==> src/rtl/hex_bitmap_body_parser_defines.svh <==
// Assertion macros used by the hex bitmap body parser RTL.
// No dependencies; included by files that carry concurrent checks.
`ifndef HEX_BITMAP_BODY_PARSER_DEFINES_SVH
`define HEX_BITMAP_BODY_PARSER_DEFINES_SVH

// Same-cycle implication, disabled while reset is asserted
`define HBBP_ASSERT_IMPLIES(label, clk, rst_n, ante, cons) \
	label: assert property (@(posedge clk) disable iff (!rst_n) (ante) |-> (cons)) \
		else $error("hbbp same-cycle check failed");

// Next-cycle implication, disabled while reset is asserted
`define HBBP_ASSERT_NEXT(label, clk, rst_n, ante, cons) \
	label: assert property (@(posedge clk) disable iff (!rst_n) (ante) |=> (cons)) \
		else $error("hbbp next-cycle check failed");

`endif

==> src/rtl/hbbp_pkg.sv <==
// Package for the hex bitmap body parser: item types, codes, constants and helpers.
// No dependencies.
package hbbp_pkg;

	localparam int MAX_ROW_BYTES = 4096;
	localparam int ROW_BYTES_W = 13;
	localparam int ROW_COUNT_W = 16;
	localparam int COL_OUT_W = 12;
	localparam int COL_CNT_W = 17;
	localparam int CFG_INDEX_W = 4;
	localparam int CFG_DATA_W = 16;

	// Configuration register indexes
	localparam logic [CFG_INDEX_W-1:0] CFG_ROW_BYTES = 4'd0;
	localparam logic [CFG_INDEX_W-1:0] CFG_ROW_COUNT = 4'd1;

	// Result kinds
	localparam logic [1:0] KIND_PIXEL = 2'd0;
	localparam logic [1:0] KIND_END = 2'd1;
	localparam logic [1:0] KIND_ERROR = 2'd2;

	// Characters of interest
	localparam logic [7:0] CH_BRACE = 8'h7D;
	localparam logic [7:0] CH_ZERO = 8'h30;
	localparam logic [7:0] CH_X = 8'h78;

	localparam logic [3:0] NIBBLE_REV [16] = '{
		4'd0, 4'd8, 4'd4, 4'd12, 4'd2, 4'd10, 4'd6, 4'd14,
		4'd1, 4'd9, 4'd5, 4'd13, 4'd3, 4'd11, 4'd7, 4'd15
	};

	typedef enum logic [2:0] {
		PH_SEEK,
		PH_WANT_X,
		PH_DIGIT1,
		PH_DIGIT2,
		PH_DIGIT2_BAD,
		PH_HALT
	} phase_t;

	typedef struct packed {
		logic [7:0] char_in;
		logic       source_error;
	} in_t;

	typedef struct packed {
		logic [1:0]           result_kind;
		logic [7:0]           pixel_byte;
		logic [COL_OUT_W-1:0] column;
		logic [15:0]          row;
	} out_t;

	// Settings as the parser sees them
	typedef struct packed {
		logic [ROW_BYTES_W-1:0] eff_row_bytes;
		logic [ROW_COUNT_W-1:0] row_count;
	} cfg_t;

	// Hex digit decode: bit 4 set marks a character that is not a hex digit
	function automatic logic [4:0] hex_digit(input logic [7:0] c);
		logic [4:0] r;
		r = 5'h10;
		if (c >= 8'h30 && c <= 8'h39) r = {1'b0, 4'(c - 8'h30)};
		else if (c >= 8'h41 && c <= 8'h46) r = {1'b0, 4'(c - 8'h37)};
		else if (c >= 8'h61 && c <= 8'h66) r = {1'b0, 4'(c - 8'h57)};
		return r;
	endfunction

endpackage

==> src/rtl/hbbp_cfg_regs.sv <==
// Configuration registers of the hex bitmap body parser, with row width clamping.
// Depends on hbbp_pkg.
module hbbp_cfg_regs (
	input  logic                               clk,
	input  logic                               arst_n,
	input  logic                               cfg_valid,
	output logic                               cfg_ready,
	input  logic [hbbp_pkg::CFG_INDEX_W-1:0]   cfg_index,
	input  logic [hbbp_pkg::CFG_DATA_W-1:0]    cfg_data,
	output hbbp_pkg::cfg_t                     cfg
);
	import hbbp_pkg::*;

	logic [ROW_BYTES_W-1:0] row_bytes_q;
	logic [ROW_COUNT_W-1:0] row_count_q;

	assign cfg_ready = 1'b1;

	// Register writes; unknown indexes are dropped
	always_ff @(posedge clk or negedge arst_n) begin
		if (!arst_n) begin
			row_bytes_q <= ROW_BYTES_W'(1);
			row_count_q <= ROW_COUNT_W'(1);
		end else if (cfg_valid) begin
			case (cfg_index)
				CFG_ROW_BYTES: row_bytes_q <= cfg_data[ROW_BYTES_W-1:0];
				CFG_ROW_COUNT: row_count_q <= cfg_data[ROW_COUNT_W-1:0];
				default: ;
			endcase
		end
	end

	// Zero acts as one, oversize acts as the maximum
	always_comb begin
		if (row_bytes_q == '0) cfg.eff_row_bytes = ROW_BYTES_W'(1);
		else if (row_bytes_q > ROW_BYTES_W'(MAX_ROW_BYTES))
			cfg.eff_row_bytes = ROW_BYTES_W'(MAX_ROW_BYTES);
		else cfg.eff_row_bytes = row_bytes_q;
		cfg.row_count = row_count_q;
	end

endmodule

==> src/rtl/hbbp_core.sv <==
// Parser state machine: phase, first digit, column and row counters, result decode.
// Depends on hbbp_pkg and hex_bitmap_body_parser_defines.svh.
`include "hex_bitmap_body_parser_defines.svh"

module hbbp_core (
	input  logic           clk,
	input  logic           arst_n,
	input  logic           step,
	input  hbbp_pkg::in_t  item,
	input  hbbp_pkg::cfg_t cfg,
	output logic           has_result,
	output hbbp_pkg::out_t result
);
	import hbbp_pkg::*;

	phase_t                 phase_q, phase_d;
	logic [3:0]             first_q, first_d;
	logic [COL_CNT_W-1:0]   col_q, col_d;
	logic [15:0]            row_q, row_d;

	logic [4:0]             hv;
	logic                   hex_bad;
	logic                   row_full;
	logic [15:0]            row_inc;
	logic                   row_over;
	logic                   fail;

	// Shared decode
	assign hv = hex_digit(item.char_in);
	assign hex_bad = hv[4];
	assign row_full = (col_q == COL_CNT_W'(cfg.eff_row_bytes));
	assign row_inc = row_q + 16'd1;
	assign row_over = (row_inc == cfg.row_count);

	// Conditions that stop the parser with an error (source error or bad format)
	always_comb begin
		fail = 1'b0;
		if (phase_q != PH_HALT) begin
			if (item.source_error) fail = 1'b1;
			else begin
				case (phase_q)
					PH_WANT_X:     fail = (item.char_in != CH_X);
					PH_DIGIT2:     fail = hex_bad || (row_full && row_over);
					PH_DIGIT2_BAD: fail = 1'b1;
					default:       fail = 1'b0;
				endcase
			end
		end
	end

	// Next state
	always_comb begin
		phase_d = phase_q;
		first_d = first_q;
		col_d = col_q;
		row_d = row_q;
		if (fail) phase_d = PH_HALT;
		else begin
			case (phase_q)
				PH_SEEK: begin
					if (item.char_in == CH_BRACE) phase_d = PH_HALT;
					else if (item.char_in == CH_ZERO) phase_d = PH_WANT_X;
				end
				PH_WANT_X: phase_d = PH_DIGIT1;
				PH_DIGIT1: begin
					if (hex_bad) phase_d = PH_DIGIT2_BAD;
					else begin
						first_d = hv[3:0];
						phase_d = PH_DIGIT2;
					end
				end
				PH_DIGIT2: begin
					col_d = (row_full ? '0 : col_q) + COL_CNT_W'(1);
					row_d = row_full ? row_inc : row_q;
					phase_d = PH_SEEK;
				end
				default: ;
			endcase
		end
	end

	// Result for this item
	always_comb begin
		has_result = 1'b0;
		result = '0;
		if (fail) begin
			has_result = 1'b1;
			result.result_kind = KIND_ERROR;
		end else begin
			case (phase_q)
				PH_SEEK: begin
					if (item.char_in == CH_BRACE) begin
						has_result = 1'b1;
						result.result_kind = KIND_END;
					end
				end
				PH_DIGIT2: begin
					has_result = 1'b1;
					result.result_kind = KIND_PIXEL;
					result.pixel_byte = {NIBBLE_REV[hv[3:0]], NIBBLE_REV[first_q]};
					result.column = row_full ? '0 : col_q[COL_OUT_W-1:0];
					result.row = row_full ? row_inc : row_q;
				end
				default: ;
			endcase
		end
	end

	// State registers advance once per processed item
	always_ff @(posedge clk or negedge arst_n) begin
		if (!arst_n) begin
			phase_q <= PH_SEEK;
			first_q <= '0;
			col_q <= '0;
			row_q <= '0;
		end else if (step) begin
			phase_q <= phase_d;
			first_q <= first_d;
			col_q <= col_d;
			row_q <= row_d;
		end
	end

	`HBBP_ASSERT_NEXT(a_halt_sticky, clk, arst_n, phase_q == PH_HALT, phase_q == PH_HALT)
	`HBBP_ASSERT_IMPLIES(a_halt_silent, clk, arst_n, phase_q == PH_HALT, !has_result)
	`HBBP_ASSERT_NEXT(a_stop_halts, clk, arst_n, step && has_result && result.result_kind != KIND_PIXEL, phase_q == PH_HALT)
	`HBBP_ASSERT_NEXT(a_pixel_seeks, clk, arst_n, step && has_result && result.result_kind == KIND_PIXEL, phase_q == PH_SEEK && col_q != '0)

endmodule

==> src/rtl/hex_bitmap_body_parser.sv <==
// A result reaches out_data through the input stage register and then the result register.
// Throughput: one character item per cycle while the result register is free or draining; the per-item phase
// update is combinational logic between the input stage register and the result register.
// Items that cause no result (skipped characters, the 0 and x of a literal, first hex digits) leave no output.
// Reset (arst_n low): parser seeks a literal, row 0 column 0, row_bytes = row_count = 1.
// Depends on hbbp_pkg, hbbp_cfg_regs and hbbp_core.
module hex_bitmap_body_parser (
	input  logic                              clk,
	input  logic                              arst_n,
	input  logic                              in_valid,
	output logic                              in_ready,
	input  hbbp_pkg::in_t                     in_data,
	output logic                              out_valid,
	input  logic                              out_ready,
	output hbbp_pkg::out_t                    out_data,
	input  logic                              cfg_valid,
	output logic                              cfg_ready,
	input  logic [hbbp_pkg::CFG_INDEX_W-1:0]  cfg_index,
	input  logic [hbbp_pkg::CFG_DATA_W-1:0]   cfg_data
);
	import hbbp_pkg::*;

	cfg_t cfg;
	in_t  item_s1;
	logic valid_s1;
	logic adv_s1;
	logic has_result;
	out_t result;
	out_t res_s2;
	logic valid_s2;

	hbbp_cfg_regs u_cfg (
		.clk       (clk),
		.arst_n    (arst_n),
		.cfg_valid (cfg_valid),
		.cfg_ready (cfg_ready),
		.cfg_index (cfg_index),
		.cfg_data  (cfg_data),
		.cfg       (cfg)
	);

	// Stage 1 item moves on when the result register is free or draining
	assign adv_s1 = valid_s1 && (!valid_s2 || out_ready);
	assign in_ready = !valid_s1 || adv_s1;

	hbbp_core u_core (
		.clk        (clk),
		.arst_n     (arst_n),
		.step       (adv_s1),
		.item       (item_s1),
		.cfg        (cfg),
		.has_result (has_result),
		.result     (result)
	);

	// Input stage
	always_ff @(posedge clk or negedge arst_n) begin
		if (!arst_n) valid_s1 <= 1'b0;
		else if (in_ready) valid_s1 <= in_valid;
	end

	always_ff @(posedge clk) begin
		if (in_valid && in_ready) item_s1 <= in_data;
	end

	// Result stage
	always_ff @(posedge clk or negedge arst_n) begin
		if (!arst_n) valid_s2 <= 1'b0;
		else if (adv_s1) valid_s2 <= has_result;
		else if (out_ready) valid_s2 <= 1'b0;
	end

	always_ff @(posedge clk) begin
		if (adv_s1 && has_result) res_s2 <= result;
	end

	assign out_valid = valid_s2;
	assign out_data = res_s2;

endmodule
==> config.mk <==
export PLATFORM = sky130hd
export DESIGN_NAME = hex_bitmap_body_parser
export DESIGN_NICKNAME = d
export VERILOG_FILES = /design/src/rtl/hbbp_pkg.sv /design/src/rtl/hbbp_cfg_regs.sv /design/src/rtl/hbbp_core.sv /design/src/rtl/hex_bitmap_body_parser.sv
export VERILOG_INCLUDE_DIRS = /design/src /design/src/rtl
export SDC_FILE = /design/constraint.sdc
export NUM_CORES = 1
export LEC_CHECK = 0
export BUFFER_PORTS_ARGS = -buffer_cell sky130_fd_sc_hd__buf_2
export CORE_MARGIN = 2
export CORE_UTILIZATION = 63
export DETAILED_ROUTE_END_ITERATION = 8
export PLACE_DENSITY = 0.94
export SYNTH_ARGS = -nofsm -noshare
export SYNTH_HDL_FRONTEND = slang
export SYNTH_SLANG_ARGS = --single-unit
export TNS_END_PERCENT = 20
==> constraint.sdc <==
create_clock -name clk -period 8.34 [get_ports clk]
set_clock_uncertainty 0.15 [all_clocks]
set_input_delay 0.834 -clock clk [delete_from_list [all_inputs] [get_ports clk]]
set_output_delay 0.834 -clock clk [all_outputs]
set_load 0.1 [all_outputs]
==> Yosys cells after proc, flatten, opt, wreduce, memory -nomap -nowiden <==
Memories as Yosys holds them, arrays and structs flattened. A register that Yosys moved wholly into a read port is not among the register bits.
Index checks and enable logic that the tools add are counted.
{ "word_totals": {"reg_bits": 110, "mem_bits_ro": 128, "inputBits": 34, "out_inout_bits": 41, "elab_cells": 93, "mem_count": 2} }
{ "mem_list": {"columns": ["memory", "depth", "width", "read_ports", "rd_ports_with_merged_regs", "write_ports", "line_no", "source"], "rows": [
  ["(no name shown)", 16, 4, 1, 1, 0, "hbbp_core.sv:100", "result.pixel_byte = {NIBBLE_REV[hv[3:0]], NIBBLE_REV[first_q]};"],
  ["(no name shown)", 16, 4, 1, 1, 0, "hbbp_core.sv:100", null]
]} }
{ "op_classes": {"addsub": 5, "magnitude_cmp": 7, "n_eq_ne": 12, "mux": 22, "bitwise_logic": 6, "n_reduce_logical": 25} }
{ "op_table": {"columns": ["operator", "n"], "rows": [
  ["$mux W13", 2],
  ["$add A17 B1 Y17 const B", 1],
  ["$eq A17 B13 Y1", 1],
  ["$mux W17", 1],
  ["$add A16 B1 Y16 const B", 1],
  ["$eq A16 B16 Y1", 1],
  ["$ge A8 B7 Y1 const B", 2],
  ["$le A8 B7 Y1 const B", 2],
  ["$mux W16", 1],
  ["$mux W5", 3],
  ["$gt A13 B13 Y1 const B", 1],
  ["$logic_not A13 Y1", 1],
  ["$mux W3", 4],
  ["$pmux W3 S4", 1],
  ["$not A4 Y5", 2],
  ["$eq A8 B6 Y1 const B", 1],
  ["$eq A8 B7 Y1 const B", 1],
  ["$ge A8 B6 Y1 const B", 1],
  ["$le A8 B6 Y1 const B", 1],
  ["$ne A8 B7 Y1 const B", 1],
  ["$sub A4 B3 Y4 const B", 2],
  ["$logic_and A1 B1 Y1", 7],
  ["$mux W1", 7],
  ["$eq A3 B2 Y1 const B", 2],
  ["other kinds (21)", 30]
]} }

==> Logic depth before layout (Yosys ltp) <==
{ "depth": {"ltp_word": 11, "depth_mapped": 16, "ltp_nobuf": 14} }

==> Modules after synthesis <==
A second synthesis with hierarchy kept.
{ "unflattened": {"hier_cells": 572, "hier_area_um2": 6356.1} }
{ "modules_own_cells": {"columns": ["mod", "n_inst", "cells_per_inst", "area_per_inst_um2", "seq_area_each_um2"], "rows": [
  ["hbbp_core", 1, 432, 3514.6, 1001.0],
  ["hex_bitmap_body_parser", 1, 57, 1520.2, 1461.4],
  ["hbbp_cfg_regs", 1, 83, 1321.3, 728.2]
]} }

==> Least setup slack after synthesis <==
No wires, ideal clock.
{ "synth_path": {"path_type": "register -> register", "startpoint": "register item_s1[2] (netlist bit)", "endpoint": "register res_s2 (netlist bit out_data[0]), enable pin", "setup_time_ns": 0.505, "arrival_ns": 4.537, "required_time_ns": 7.685, "setup_slack_ns": 3.148, "stages_incl_launch_ff": 8, "path_buffers": 0, "synth_period_minus_slack_ns": 5.192, "cell_sequence": "edfxtp_1 -> inv_1 -> ha_1 -> inv_1 -> or4_1 -> a21oi_1 -> o21ai_0 -> a311oi_1"} }
{ "synth_between": {"elab_chain_cells": 11, "word_cells_on_any_way": 22, "cone_classes": "6 x order compare; 2 x eq/ne; 9 x mux; 5 x reduce/logical"} }
{ "synth_rtl": {"columns": ["item", "line_no", "source"], "rows": [
  ["start, declared", "hex_bitmap_body_parser.sv:24", "in_t item_s1;"],
  ["start signal, assigned", "hex_bitmap_body_parser.sv:63", "if (in_valid && in_ready) item_s1 <= in_data;"],
  ["$ge A8 B7 Y1 / $le A8 B7 Y1 (equally long branches)", "hbbp_pkg.sv:65", "else if (c >= 8'h61 && c <= 8'h66) r = {1'b0, 4'(c - 8'h57)};"],
  ["$logic_and A1 B1 Y1", "hbbp_pkg.sv:65", null],
  ["$mux W5", "hbbp_pkg.sv:65", null],
  ["$mux W5", "hbbp_pkg.sv:64", "else if (c >= 8'h41 && c <= 8'h46) r = {1'b0, 4'(c - 8'h37)};"],
  ["$mux W5", "hbbp_pkg.sv:63", "if (c >= 8'h30 && c <= 8'h39) r = {1'b0, 4'(c - 8'h30)};"],
  ["$logic_or A1 B1 Y1", "hbbp_core.sv:43", "PH_DIGIT2: fail = hex_bad || (row_full && row_over);"],
  ["$pmux W1 S3", "hbbp_core.sv:41", "case (phase_q)"],
  ["$mux W1", "hbbp_core.sv:39", "if (item.source_error) fail = 1'b1;"],
  ["$mux W1", "hbbp_core.sv:38", "if (phase_q != PH_HALT) begin"],
  ["$mux W1 *", "hbbp_core.sv:86", "if (fail) begin"],
  ["$logic_and A1 B1 Y1 *", "hex_bitmap_body_parser.sv:74", "if (adv_s1 && has_result) res_s2 <= result;"],
  ["end signal, assigned", "hex_bitmap_body_parser.sv:74", null],
  ["end, declared", "hex_bitmap_body_parser.sv:29", "out_t res_s2;"]
]} }
Every way passes the cells marked *; elsewhere a longest branch is shown, timed or not.
A chain may end at the register's enable or synchronous reset.

==> Final worst setup path <==
{ "layout_path": {"startpoint": "register u_core.row_q[0]", "endpoint": "register res_s2 (netlist bit out_data[4]) (data pin)"} }
{ "layout_between": {"elab_chain_cells": 8, "word_cells_on_any_way": 9, "cone_classes": "1 x add/sub; 1 x eq/ne; 4 x mux; 3 x reduce/logical"} }
{ "layout_rtl": {"columns": ["item", "line_no", "source"], "rows": [
  ["start, declared", "hbbp_core.sv:19", "logic [15:0] row_q, row_d;"],
  ["start signal, assigned", "hbbp_core.sv:120", "row_q <= row_d;"],
  ["$add A16 B1 Y16 *", "hbbp_core.sv:32", "assign row_inc = row_q + 16'd1;"],
  ["$eq A16 B16 Y1", "hbbp_core.sv:33", "assign row_over = (row_inc == cfg.row_count);"],
  ["$logic_and A1 B1 Y1", "hbbp_core.sv:43", null],
  ["$logic_or A1 B1 Y1", "hbbp_core.sv:43", null],
  ["$pmux W1 S3", "hbbp_core.sv:41", null],
  ["$mux W1", "hbbp_core.sv:39", null],
  ["$mux W1", "hbbp_core.sv:38", null],
  ["$reduce_or A2 Y1 (no line)", null, null]
]} }
Marks and branches as above.

==> out/metrics.yaml <==
clocking:
  root_buffer: "clkbuf_8"
  clk_pin_slew_ps: 60
  htree_levels: 4
  cts_max_path_buffers: 2
  clock_sinks: 118
  cts_tree: "built"
  insertion_delay_ps: 530
  cts_setup_buffers: 0
  post_cts_resize_count: 0
  postCtsHoldBufs: 0
  cts_buffers: 17
global_routing:
  grt_pass1_wl_mm: 25.2
  grt_max_degree: 72
  grt_pass1_vias: 5003
  antenna_found_initial: 0
  grt_usage_pct: 29.8
  grt_overflow: 0
critical_path:
  critPathArrivalTime_ps: 4240
  critPathCaptureType: "flop"
  start_kind: "flop"
  worstPathRequired_ps: 8440
  cp_max_fo: 21
  crit_type: "flop to flop"
floorplanning:
  initial_core_util_pct: 64.7
  floorplan.io_pins: 75
  die_y_um: 104
  dieWidth_um: 104
  die-area_um2: 10800
  core_um2: 9730
  num_rows: 36
pwr:
  powerDensity_nw_per_um2: 225
  peakVddDrop_v: 0.000153
  power_leakage_nw: 3.16
logic_synthesis:
  synth_top_area_cell: "dfrtp_1"
  synth_fp_nets: 644
  postSynthAreaPerCell_um2: 10.4
  ys.flop_type: "dfrtp_1"
  async_reset_ff_share_pct: 60.2
  ys_seq_area_share_pct: 50.7
  synth-edff-count: 47
  ys_warn_count: 0
  syn_area_um2: 6290
  synth.distinct_cells: 72
  yosysTopAreaCellShare_pct: 27.4
  ys_seq_elements: 118
  synth_commonest_cells: "dfrtp_1 (69), nand2_1 (53), nor2_1 (50)"
  syn-instance-count: 604
  synth_area_leaders: "dfrtp_1 (27%), edfxtp_1 (22%), xnor2_1 (5.3%)"
  synth.most_common_cell: "dfrtp_1"
timing:
  max_freq_ghz: 0.241
  rsz0062_at_grt: "no"
  hold_viol: 0
  min_period_ps: 4140
  report.final.slew_viol_count: 0
  finalCritPeriodShare_pct: 49.7
  fin_setup_tns_ps: 0
  maxSlewHeadroom_pct: 37.7
  setup_viol: 0
  worst_slew_pin_slew_ps: 923
routing:
  drtPass1Iterations: 6
  drc_errors: 0
  viasPerCell: 6.33
  antenna_left: 0
  initialDrtViolationCount: 568
  routedWlPerCell_um: 19.0
  vias: 5124
  drt-total-wl_mm: 15.4
cells_and_area:
  layout-drive-gt1-share_pct: 21.7
  nNetsFinal: 703
  n_antenna_cell: 0
  utilization_pct: 76.0
  nFillCells: 644
  syn2layout_area_growth_pct: 17.4
min_path:
  hold_class: "flop to flop"
placement:
  gp_congestion: 0.974
  place_hpwl_mm: 10.7
  port_buffers: 73
status:
  status: "finished clean"
job:
  drv_cap: 0
cells in the final DEF (no fill, tap or decap), drive strengths merged, types with 7 or more instances in the layout:
cell / instances
o21ai: 18
or4: 8
nand2b: 7
xor2: 21
nor3: 14
a21oi: 14
nand3: 22
xnor2: 38
clkbuf: 21
mux2i: 11
nor4: 13
bufinv: 7
nor2: 50
buf: 78
nand4: 8
edfxtp: 47
inv: 22
nand2: 54
and3: 27
mux2: 27
dfrtp: 69
layout make-up:
type / count / area, um2 / area share (%)
clock buffer: 21 / 429 / 5.81
clock inverter: 11 / 228 / 3.08
inverter: 22 / 82.6 / 1.12
multi-input combinational: 426 / 2890 / 39.1
sequential: 118 / 3190 / 43.2
tap: 133 / 166 / 2.25
timing repair buffer: 78 / 403 / 5.45
sequential cells by signal, indices dropped and copies added, names as in the netlist:
signal and count:
item_s1 9, out_data 38, out_valid 1, u_cfg.row_bytes_q 13, u_cfg.row_count_q 16, u_core.col_q 17, u_core.first_q 4, u_core.phase_q 3
u_core.row_q 16, valid_s1 1
per-layer routing:
metal | vias to the layer above | routed length, um | track usage, %
li1 | 2311 | - | -
met1 | 2462 | 6140 | 37.8
met2 | 296 | 7400 | 47.7
met3 | 55 | 1270 | 7.08
met4 | 0 | 543 | 15.4
met5 | - | 0 | 0
through the flow:
stage               power, W  cells  worst slack (ps)  hold WS [ps]  instance area, um2
global placement    0.000833    777              4420           308                6730
finish               0.00166    809              4200           322                7390
CTS                  0.00166    809              4250           317                7390
floorplan           0.000790    604              3150           292                6290
global route         0.00171    809              3930           313                7390
detailed placement  0.000844    777              4270           314                6730
logic make-up after synthesis:
family | synth area share, %
DFF | 50.7
xor gates and xnor gates | 8.21
muxes | 6.58
adders and majority gates | 1.19
and+or+nand+nor | 18.7
AOI/OAI and AO/OA | 10.8
buffers and inverters | 3.78
other | 0.0596
final timing paths:
check                                 startpoint                     to  slack (ps)  cells past startpoint
worst max-delay path             u_core.row_q[0]            out_data[4]        4200                      9
worst min-delay path            u_core.col_q[16]       u_core.col_q[16]         320                      1
worst max register to register   u_core.row_q[0]            out_data[4]        4200                      9
worst min register to register  u_core.col_q[16]       u_core.col_q[16]         320                      1
max in group asynchronous                 arst_n       u_core.row_q[12]        7090                      2
min in group asynchronous                 arst_n  u_cfg.row_count_q[11]         360                      2
critical path, stage by stage, from the launching register on:
cell and delay [ps]:
dfrtp_1 550, ha_1 310, nand3_1 360, or2_2 500, o32ai_1 300, nand3_1 130
and2_1 200, or4_1 640, nand2_1 580, nor2_1 140
where the power goes:
group          total (W)  leakage, nW  switching (W)  internal, W
Sequential      0.000685         1.44      0.0000444     0.000641
Clock           0.000823        0.319       0.000251     0.000572
Combinational   0.000153         1.40      0.0000796    0.0000737
(Power assumes the default switching activity.)
